$ cat config.mk
export PLATFORM = sky130hd
export DESIGN_NAME = servo_pulse_slew_controller_core
export DESIGN_NICKNAME = d
export VERILOG_FILES = /design/src/rtl/spsc_pkg.sv /design/src/rtl/servo_pulse_slew_controller_core.sv
export SDC_FILE = /design/constraint.sdc
export NUM_CORES = 1
export LEC_CHECK = 0
export ABC_AREA = 1
export BUFFER_PORTS_ARGS = -buffer_cell sky130_fd_sc_hd__buf_2
export CAP_MARGIN = 20
export CORE_ASPECT_RATIO = 0.8
export CORE_MARGIN = 2
export CORE_UTILIZATION = 60
export CTS_CLUSTER_DIAMETER = 80
export DETAILED_ROUTE_END_ITERATION = 6
export GPL_ROUTABILITY_DRIVEN = 1
export PLACE_DENSITY = 0.88
export SLEW_MARGIN = 10
export SYNTH_ARGS = -nofsm -noshare
export SYNTH_HDL_FRONTEND = slang
export SYNTH_SLANG_ARGS = --single-unit
$ cat constraint.sdc
create_clock -name i_clk -period 5.95 [get_ports i_clk]
set_input_delay 0 -clock i_clk [delete_from_list [all_inputs] [get_ports i_clk]]
set_output_delay 0 -clock i_clk [all_outputs]
set_load 0.05 [all_outputs]
$ cat src/rtl/spsc_pkg.sv
// ----------------------------------------------------------------------------
// Servo pulse slew controller package
// Shared types, codes and constants for the servo pulse slew controller.
// ----------------------------------------------------------------------------
package spsc_pkg;

    // Number of servo channels held in the block
    localparam int NUM_CHANNELS = 4;
    localparam int CH_W         = (NUM_CHANNELS > 1) ? $clog2(NUM_CHANNELS) : 1;

    // Field widths
    localparam int PULSE_W  = 12;
    localparam int PERIOD_W = 10;
    localparam int CFG_IDX_W = 2;

    // Reset values
    localparam logic [PULSE_W-1:0]  MIN_RESET = PULSE_W'(180);
    localparam logic [PULSE_W-1:0]  MAX_RESET = PULSE_W'(900);
    localparam logic [PULSE_W-1:0]  MID_RESET = PULSE_W'(180 + (900 - 180) / 2);
    localparam logic [PERIOD_W-1:0] PERIOD_RESET = PERIOD_W'(1);

    // Command kinds
    localparam logic KIND_TICK = 1'b0;
    localparam logic KIND_SET  = 1'b1;

    // Configuration register indexes
    localparam logic [CFG_IDX_W-1:0] CFG_MIN_PULSE = 2'd0;
    localparam logic [CFG_IDX_W-1:0] CFG_MAX_PULSE = 2'd1;

    // Input transaction
    typedef struct packed {
        logic                kind;
        logic [1:0]          channel;
        logic [PULSE_W-1:0]  target_pulse;
        logic [PERIOD_W-1:0] step_period;
    } t_in;

    // Result transaction
    typedef struct packed {
        logic [PULSE_W-1:0] pulse_ch0;
        logic [PULSE_W-1:0] pulse_ch1;
        logic [PULSE_W-1:0] pulse_ch2;
        logic [PULSE_W-1:0] pulse_ch3;
        logic [3:0]         busy_mask;
        logic               accepted;
    } t_out;

    // Sequencer states
    typedef enum logic [1:0] {
        S_IDLE,
        S_TICK,
        S_SET,
        S_DONE
    } t_state;

endpackage

$ cat src/rtl/servo_pulse_slew_controller_core.sv
// ----------------------------------------------------------------------------
// Servo pulse slew controller core
// Per-channel pulse width slewing towards a clamped target, one shared
// update unit stepping through the channels under a small sequencer.
// ----------------------------------------------------------------------------
// A tick transaction walks the channels one per clock through a single
// shared update unit in the tick state, then passes to the done state, where
// its result is loaded into the output register; a set transaction passes
// through the set state and the done state. The input is stalled until the
// result has been loaded into the output register, that is while the
// sequencer is outside the idle state. A new transaction may be accepted while
// the previous result still waits in the output register. Configuration writes
// are always ready and take effect on the next clock.
module servo_pulse_slew_controller_core (
    input  logic                          i_clk,
    input  logic                          i_rst_n,
    input  logic                          i_in_valid,
    output logic                          o_in_stall,
    input  spsc_pkg::t_in                 i_in_data,
    output logic                          o_out_valid,
    input  logic                          i_out_stall,
    output spsc_pkg::t_out                o_out_data,
    input  logic                          i_cfg_valid,
    output logic                          o_cfg_ready,
    input  logic [spsc_pkg::CFG_IDX_W-1:0] i_cfg_index,
    input  logic [spsc_pkg::PULSE_W-1:0]  i_cfg_data
);
    import spsc_pkg::*;

    // Sequencer and command registers
    t_state              r_state, n_state;
    logic [CH_W-1:0]     r_idx;
    t_in                 r_cmd;
    logic                r_acc;
    logic [PULSE_W-1:0]  r_min, r_max;

    // Channel state
    logic [PULSE_W-1:0]  r_cur    [NUM_CHANNELS];
    logic [PULSE_W-1:0]  r_goal   [NUM_CHANNELS];
    logic                r_down   [NUM_CHANNELS];
    logic [PERIOD_W-1:0] r_period [NUM_CHANNELS];
    logic                r_run    [NUM_CHANNELS];
    logic [PERIOD_W-1:0] r_cnt    [NUM_CHANNELS];

    // Output register
    logic                r_out_valid;
    t_out                r_out;

    // Sequencer controls
    logic in_take, tick_we, set_we, out_load, last_idx;

    // Shared unit signals
    logic [CH_W-1:0]     u_addr;
    logic                u_ch_ok;
    logic [PULSE_W-1:0]  u_cur, u_goal, u_nxt_cur, u_clamp_lo, u_clamp;
    logic [PERIOD_W-1:0] u_cnt1;
    logic                u_step;

    logic [PULSE_W-1:0]  pulse_view [4];
    logic [3:0]          busy_view;

    // Channel selected for the shared unit
    always_comb begin
        if (r_state == S_SET) begin
            u_addr = CH_W'(r_cmd.channel);
        end else begin
            u_addr = r_idx;
        end
        u_ch_ok = 32'(r_cmd.channel) < NUM_CHANNELS;
    end

    // Shared update unit: tick counting, stepping and target clamping
    always_comb begin
        u_cur      = r_cur[u_addr];
        u_goal     = r_goal[u_addr];
        u_cnt1     = r_cnt[u_addr] + PERIOD_W'(1);
        u_step     = u_cnt1 >= r_period[u_addr];
        u_nxt_cur  = r_down[u_addr] ? (u_cur - PULSE_W'(1)) : (u_cur + PULSE_W'(1));
        u_clamp_lo = (r_cmd.target_pulse <= r_min) ? r_min : r_cmd.target_pulse;
        u_clamp    = (u_clamp_lo >= r_max) ? r_max : u_clamp_lo;
    end

    assign last_idx = 32'(r_idx) == NUM_CHANNELS - 1;

    // Next-state logic
    always_comb begin
        n_state = r_state;
        case (r_state)
            S_IDLE: begin
                if (i_in_valid) begin
                    n_state = (i_in_data.kind == KIND_SET) ? S_SET : S_TICK;
                end
            end
            S_TICK: begin
                if (last_idx) begin
                    n_state = S_DONE;
                end
            end
            S_SET: begin
                n_state = S_DONE;
            end
            S_DONE: begin
                if (!r_out_valid || !i_out_stall) begin
                    n_state = S_IDLE;
                end
            end
            default: begin
                n_state = S_IDLE;
            end
        endcase
    end

    // Sequencer outputs
    always_comb begin
        in_take  = 1'b0;
        tick_we  = 1'b0;
        set_we   = 1'b0;
        out_load = 1'b0;
        case (r_state)
            S_IDLE: begin
                in_take = i_in_valid;
            end
            S_TICK: begin
                tick_we = r_run[u_addr];
            end
            S_SET: begin
                set_we = u_ch_ok && !r_run[u_addr];
            end
            S_DONE: begin
                out_load = !r_out_valid || !i_out_stall;
            end
            default: begin
                in_take = 1'b0;
            end
        endcase
    end

    assign o_in_stall  = r_state != S_IDLE;
    assign o_cfg_ready = 1'b1;

    // Sequencer registers and configuration
    always_ff @(posedge i_clk) begin
        if (!i_rst_n) begin
            r_state <= S_IDLE;
            r_idx   <= '0;
            r_acc   <= 1'b0;
            r_min   <= MIN_RESET;
            r_max   <= MAX_RESET;
        end else begin
            r_state <= n_state;
            if (in_take) begin
                r_idx <= '0;
                r_acc <= 1'b0;
            end else if (r_state == S_TICK) begin
                r_idx <= r_idx + CH_W'(1);
            end else if (r_state == S_SET) begin
                r_acc <= set_we;
            end
            if (i_cfg_valid) begin
                if (i_cfg_index == CFG_MIN_PULSE) begin
                    r_min <= i_cfg_data;
                end else if (i_cfg_index == CFG_MAX_PULSE) begin
                    r_max <= i_cfg_data;
                end
            end
        end
    end

    // Command capture
    always_ff @(posedge i_clk) begin
        if (in_take) begin
            r_cmd <= i_in_data;
        end
    end

    // Channel state update through the shared unit
    always_ff @(posedge i_clk) begin
        if (!i_rst_n) begin
            for (int c = 0; c < NUM_CHANNELS; c++) begin
                r_cur[c]    <= MID_RESET;
                r_goal[c]   <= MID_RESET;
                r_down[c]   <= 1'b0;
                r_period[c] <= PERIOD_RESET;
                r_run[c]    <= 1'b0;
                r_cnt[c]    <= '0;
            end
        end else if (tick_we) begin
            if (u_cur != u_goal) begin
                if (u_step) begin
                    r_cnt[u_addr] <= '0;
                    r_cur[u_addr] <= u_nxt_cur;
                end else begin
                    r_cnt[u_addr] <= u_cnt1;
                end
            end else begin
                r_run[u_addr] <= 1'b0;
            end
        end else if (set_we) begin
            r_down[u_addr]   <= u_cur >= u_clamp;
            r_goal[u_addr]   <= u_clamp;
            r_period[u_addr] <= r_cmd.step_period;
            r_run[u_addr]    <= 1'b1;
        end
    end

    // Result view of the channels; absent channels read as zero
    for (genvar c = 0; c < 4; c++) begin : g_view
        if (c < NUM_CHANNELS) begin : g_on
            assign pulse_view[c] = r_cur[c];
            assign busy_view[c]  = r_run[c];
        end else begin : g_off
            assign pulse_view[c] = '0;
            assign busy_view[c]  = 1'b0;
        end
    end

    // Output register
    always_ff @(posedge i_clk) begin
        if (!i_rst_n) begin
            r_out_valid <= 1'b0;
        end else if (out_load) begin
            r_out_valid <= 1'b1;
        end else if (!i_out_stall) begin
            r_out_valid <= 1'b0;
        end
    end

    always_ff @(posedge i_clk) begin
        if (out_load) begin
            r_out.pulse_ch0 <= pulse_view[0];
            r_out.pulse_ch1 <= pulse_view[1];
            r_out.pulse_ch2 <= pulse_view[2];
            r_out.pulse_ch3 <= pulse_view[3];
            r_out.busy_mask <= busy_view;
            r_out.accepted  <= r_acc;
        end
    end

    assign o_out_valid = r_out_valid;
    assign o_out_data  = r_out;

`ifndef ASSERT_OFF
    // A result is only loaded once the sequencer has finished a transaction.
    a_load_after_done: assert property (@(posedge i_clk) disable iff (!i_rst_n)
        $rose(r_out_valid) |-> $past(r_state == S_DONE))
        else $error("result loaded outside the done state");

    // A tick pass walks the channels without leaving the tick state.
    a_tick_walk: assert property (@(posedge i_clk) disable iff (!i_rst_n)
        (r_state == S_TICK && r_idx != '0) |-> $past(r_state == S_TICK))
        else $error("tick pass entered mid-way");

    // Only a set command can report acceptance.
    a_acc_set_only: assert property (@(posedge i_clk) disable iff (!i_rst_n)
        ($past(r_state == S_DONE) && r_state == S_IDLE && r_out.accepted)
            |-> r_cmd.kind == KIND_SET)
        else $error("tick reported as accepted");

    // An accepted set leaves its channel running in the same result.
    a_acc_busy: assert property (@(posedge i_clk) disable iff (!i_rst_n)
        ($past(r_state == S_DONE) && r_state == S_IDLE && r_out.accepted)
            |-> r_out.busy_mask != 4'd0)
        else $error("accepted set without a busy channel");
`endif

endmodule

==> metrics.md <==
| Metric | Value |
|---|---|
| Status | complete, but fails checks |
| Violated checks | design-rule violations |
| Die height | 142 µm |
| Routed Wire Length | 34.8 mm |
| Final global-route overflow total | 0 |
| TritonRoute pass-1 iters | 7 |
| I/O Pins | 100 |
| WP data required | 6.26 ns |
| Max VDD drop | 0.000406 V |
| Ys async rst share | 0 |
| Largest net degree at the start of global routing | 54 |
| Slew Viols, Final | 0 |
| DIE WIDTH | 177 µm |
| Ys Warns | 0 |
| Clock Skew | 0.0333 ns |
| Routed vias/inst | 5.55 |
| Static Leak | 7.20 nW |
| Final Critical Period | 5.51 ns |
| Hold Crit Class | in2reg |
| Worst-Skew Late Latency | 0.57 ns |
| Worst slew pin tran | 0.962 ns |
| Sw frac | 0.402 |
| Number of diodes | 0 |
| Max-Cap Viols | 0 |
| Clock Tree Buf Depth | 3 |
| Post-synthesis cell type count | 44 |
| Final #Nets | 1766 |
| Mean post-synth cell area | 9.51 µm² |
| CP max FO | 18 |
| DP HPWL | 23.4 mm |
| Fin crit share | 0.926 |
| Post-synth EDFFs | 255 |
| Post-synthesis sequential area ratio | 0.586 |
| Worst slew margin | 0.353 |
| Vias in the first global route | 10900 |
| Initial antenna violation count | 0 |
| Drt drc | 1 |
| # port buffers | 98 |
| Avg WL per Cell | 17.5 µm |
| First-pass GRT wire length | 55.2 mm |
| Endpoint class of the critical path | register |
| Starting DRT DRC Count | 1102 |
| Core area | 23400 µm² |
| CTS root buf | clkbuf_16 |
| Pint | 0.00445 W |
| DR vias | 11000 |
| PwrDens | 449 nW/µm² |
| Total track usage | 0.281 |
| Final hold vios | 0 |
| GPL Wtd Cong | 0.919 |
| Launching element type of the critical path | register |
| Post-synthesis cell area | 14300 µm² |
| # clock sinks | 291 |
| RSZ-0062 raised after global routing | no |
| Register bit total from synthesis | 291 |
| Htree depth | 1 |
| Cell count after synthesis | 1504 |
| Max Freq | 182 MHz |
| Share of layout cells above drive strength 1 | 0.126 |
| Prevailing post-synth register cell | edfxtp_1 |
| Clock Power Share | 0.247 |
| Utilization after layout | 0.708 |
| CTS Buf Count | 29 |
| Syn_nets | 1612 |
| Initial Utilization | 0.611 |
| Comb power frac | 0.417 |
| CP Class | reg2reg |
| Dpl cell area | 15100 µm² |
| Design area | 16600 µm² |
| Net switching power | 0.00299 W |
| Reg power frac | 0.336 |
| Final setup fails | 0 |
| Die area | 25100 µm² |
| Setup_tns | 0 ns |
| Critical path arrival | 5.81 ns |
| Clk slew on worst S/H paths | 0.07 ns |
| CTS tree | yes |
| ANT nets after route | 0 |
| FP Rows | 50 |
| P&R area growth vs syn | 15.8% |
power groups by stage:
stage	clock network (W)	logic, W	registers, W
floorplan	0	0.00212	0.00261
global route	0.00194	0.00341	0.00251
global placement	0	0.00286	0.00253
detailed placement	0	0.00296	0.00254
CTS	0.00185	0.00301	0.00250
finish	0.00184	0.00310	0.00250
critical path, cell delays in order, from the launching register on:
cell and delay (ns):
edfxtp_1 0.41, ha_1 0.35, a21oi_1 0.15, o21ai_0 0.11
nand3_1 0.08, a21oi_1 0.06, o21ai_1 0.17, buf_4 0.21
nor2_1 0.05, a21oi_1 0.18, ha_1 0.28, a21oi_1 0.14
nor2_1 0.06, a211oi_1 0.21, nand3_1 0.12, a31oi_1 0.53
clkinvlp_4 0.51, o21ai_1 0.60, ha_1 0.37, nand2_1 0.10
nor2_1 0.07, nand3_1 0.08, o2111ai_1 0.09, a31oi_1 0.27
nor2_1 0.07
cell families (layout without fill, tap and decap cells):
logic type,count (synthesis),after routing,synth area share
AO/OA/AOI/OAI,161,161,0.0627
buffers and inverters,277,450,0.0791
adder cells (fa/ha/maj),64,64,0.0565
other,1,1,0.000262
AND/OR/NAND/NOR,698,698,0.208
flip-flops,291,291,0.586
XOR/XNOR,12,12,0.00787
synthesized netlist by cell type, types with 4 or more instances:
| master | count | share of area |
|---|---|---|
| nand3b_1 | 6 | 0.0031 |
| dfxtp_1 | 36 | 0.050 |
| nand2_2 | 9 | 0.0039 |
| nor2_4 | 4 | 0.0031 |
| ha_1 | 63 | 0.055 |
| o21ai_1 | 19 | 0.0066 |
| clkbuf_1 | 17 | 0.0045 |
| nand3_1 | 88 | 0.031 |
| nand4_1 | 20 | 0.0087 |
| nand2_4 | 4 | 0.0031 |
| nor2_1 | 197 | 0.052 |
| and2_1 | 4 | 0.0017 |
| o21ai_0 | 42 | 0.015 |
| xnor2_1 | 4 | 0.0024 |
| inv_2 | 9 | 0.0024 |
| xor2_1 | 7 | 0.0043 |
| o211ai_1 | 13 | 0.0068 |
| nand2_1 | 348 | 0.091 |
| a21oi_1 | 66 | 0.023 |
| buf_6 | 5 | 0.0039 |
| buf_4 | 5 | 0.0026 |
| nand3_2 | 10 | 0.0070 |
| buf_2 | 19 | 0.0066 |
| inv_1 | 217 | 0.057 |
| edfxtp_1 | 255 | 0.54 |
per-layer routing:
metal  vias to the layer above  wire (µm)  GRT usage
met2                       616      16600      0.484
met4                         0       1120      0.104
li1                       5257          -          -
met5                         -          0          0
met3                        94       3190     0.0387
met1                      5080      13900      0.366
sequential cells by signal (all words and copies together), names as in the netlist, 4 cells and up:
name and flops:
r_goal 48, r_cur 48, r_cmd 24, r_max 12, r_min 12, r_run 4, r_cnt 40, r_down 4
r_period 40, o_out_data 53
layout by cell type (no fill, tap or decap), drive strengths merged, types with 4 or more instances in the layout:
cell and n:
ha 63, clkinv 8, edfxtp 255, clkbuf 37, o21ai 63, and2 4
o211ai 13, xnor2 4, nand3b 6, a21oi 66, nand2 361, dfxtp 36
nand4 20, xor2 8, buf 124, bufinv 4, nor2 203, nand3 98
dlygate4sd3 48, inv 227
final cells by class:
type | instances | area [µm²]
clock inverter | 13 | 168
tap | 312 | 390
clock buffer | 37 | 776
timing repair buffer | 172 | 1190
sequential | 291 | 8380
inverter | 228 | 860
multi-input combinational | 936 | 4810
fill | 1668 | 6830
timing repair:
item,in CTS,in global routing
setup buffers,0,0
hold endpoints to repair,54,0
gates resized for setup,0,1
setup endpoints to repair,0,1
hold buffers,48,0
path summary, 6_finish.rpt:
path,from,cells after the start,end,slack (ns)
setup reg to reg,r_cmd[17]$_DFFE_PP_,24,r_down[3]$_DFFE_PP_,0.44
setup / recovery,r_cmd[17]$_DFFE_PP_,24,r_down[3]$_DFFE_PP_,0.44
hold reg to reg,r_acc$_SDFFE_PP0P_,0,o_out_data[0]$_DFFE_PP_,0.44
hold / removal,i_rst_n,3,r_max[7]$_SDFFE_PN1P_,0.07
per-stage QoR:
step | cells | power, W | hold WS (ns) | setup WS, ns
final | 1989 | 0.00744 | 0.0693 | 0.443
after global routing | 1989 | 0.00786 | 0.0705 | 0.0750
after CTS | 1988 | 0.00737 | 0.0427 | 0.583
after detailed placement | 1890 | 0.00550 | 0.178 | 0.611
after global placement | 1889 | 0.00540 | 0.176 | 0.863
after floorplan | 1504 | 0.00473 | 0.0989 | 1.19
No activity file was read; power rests on OpenSTA's default activity.
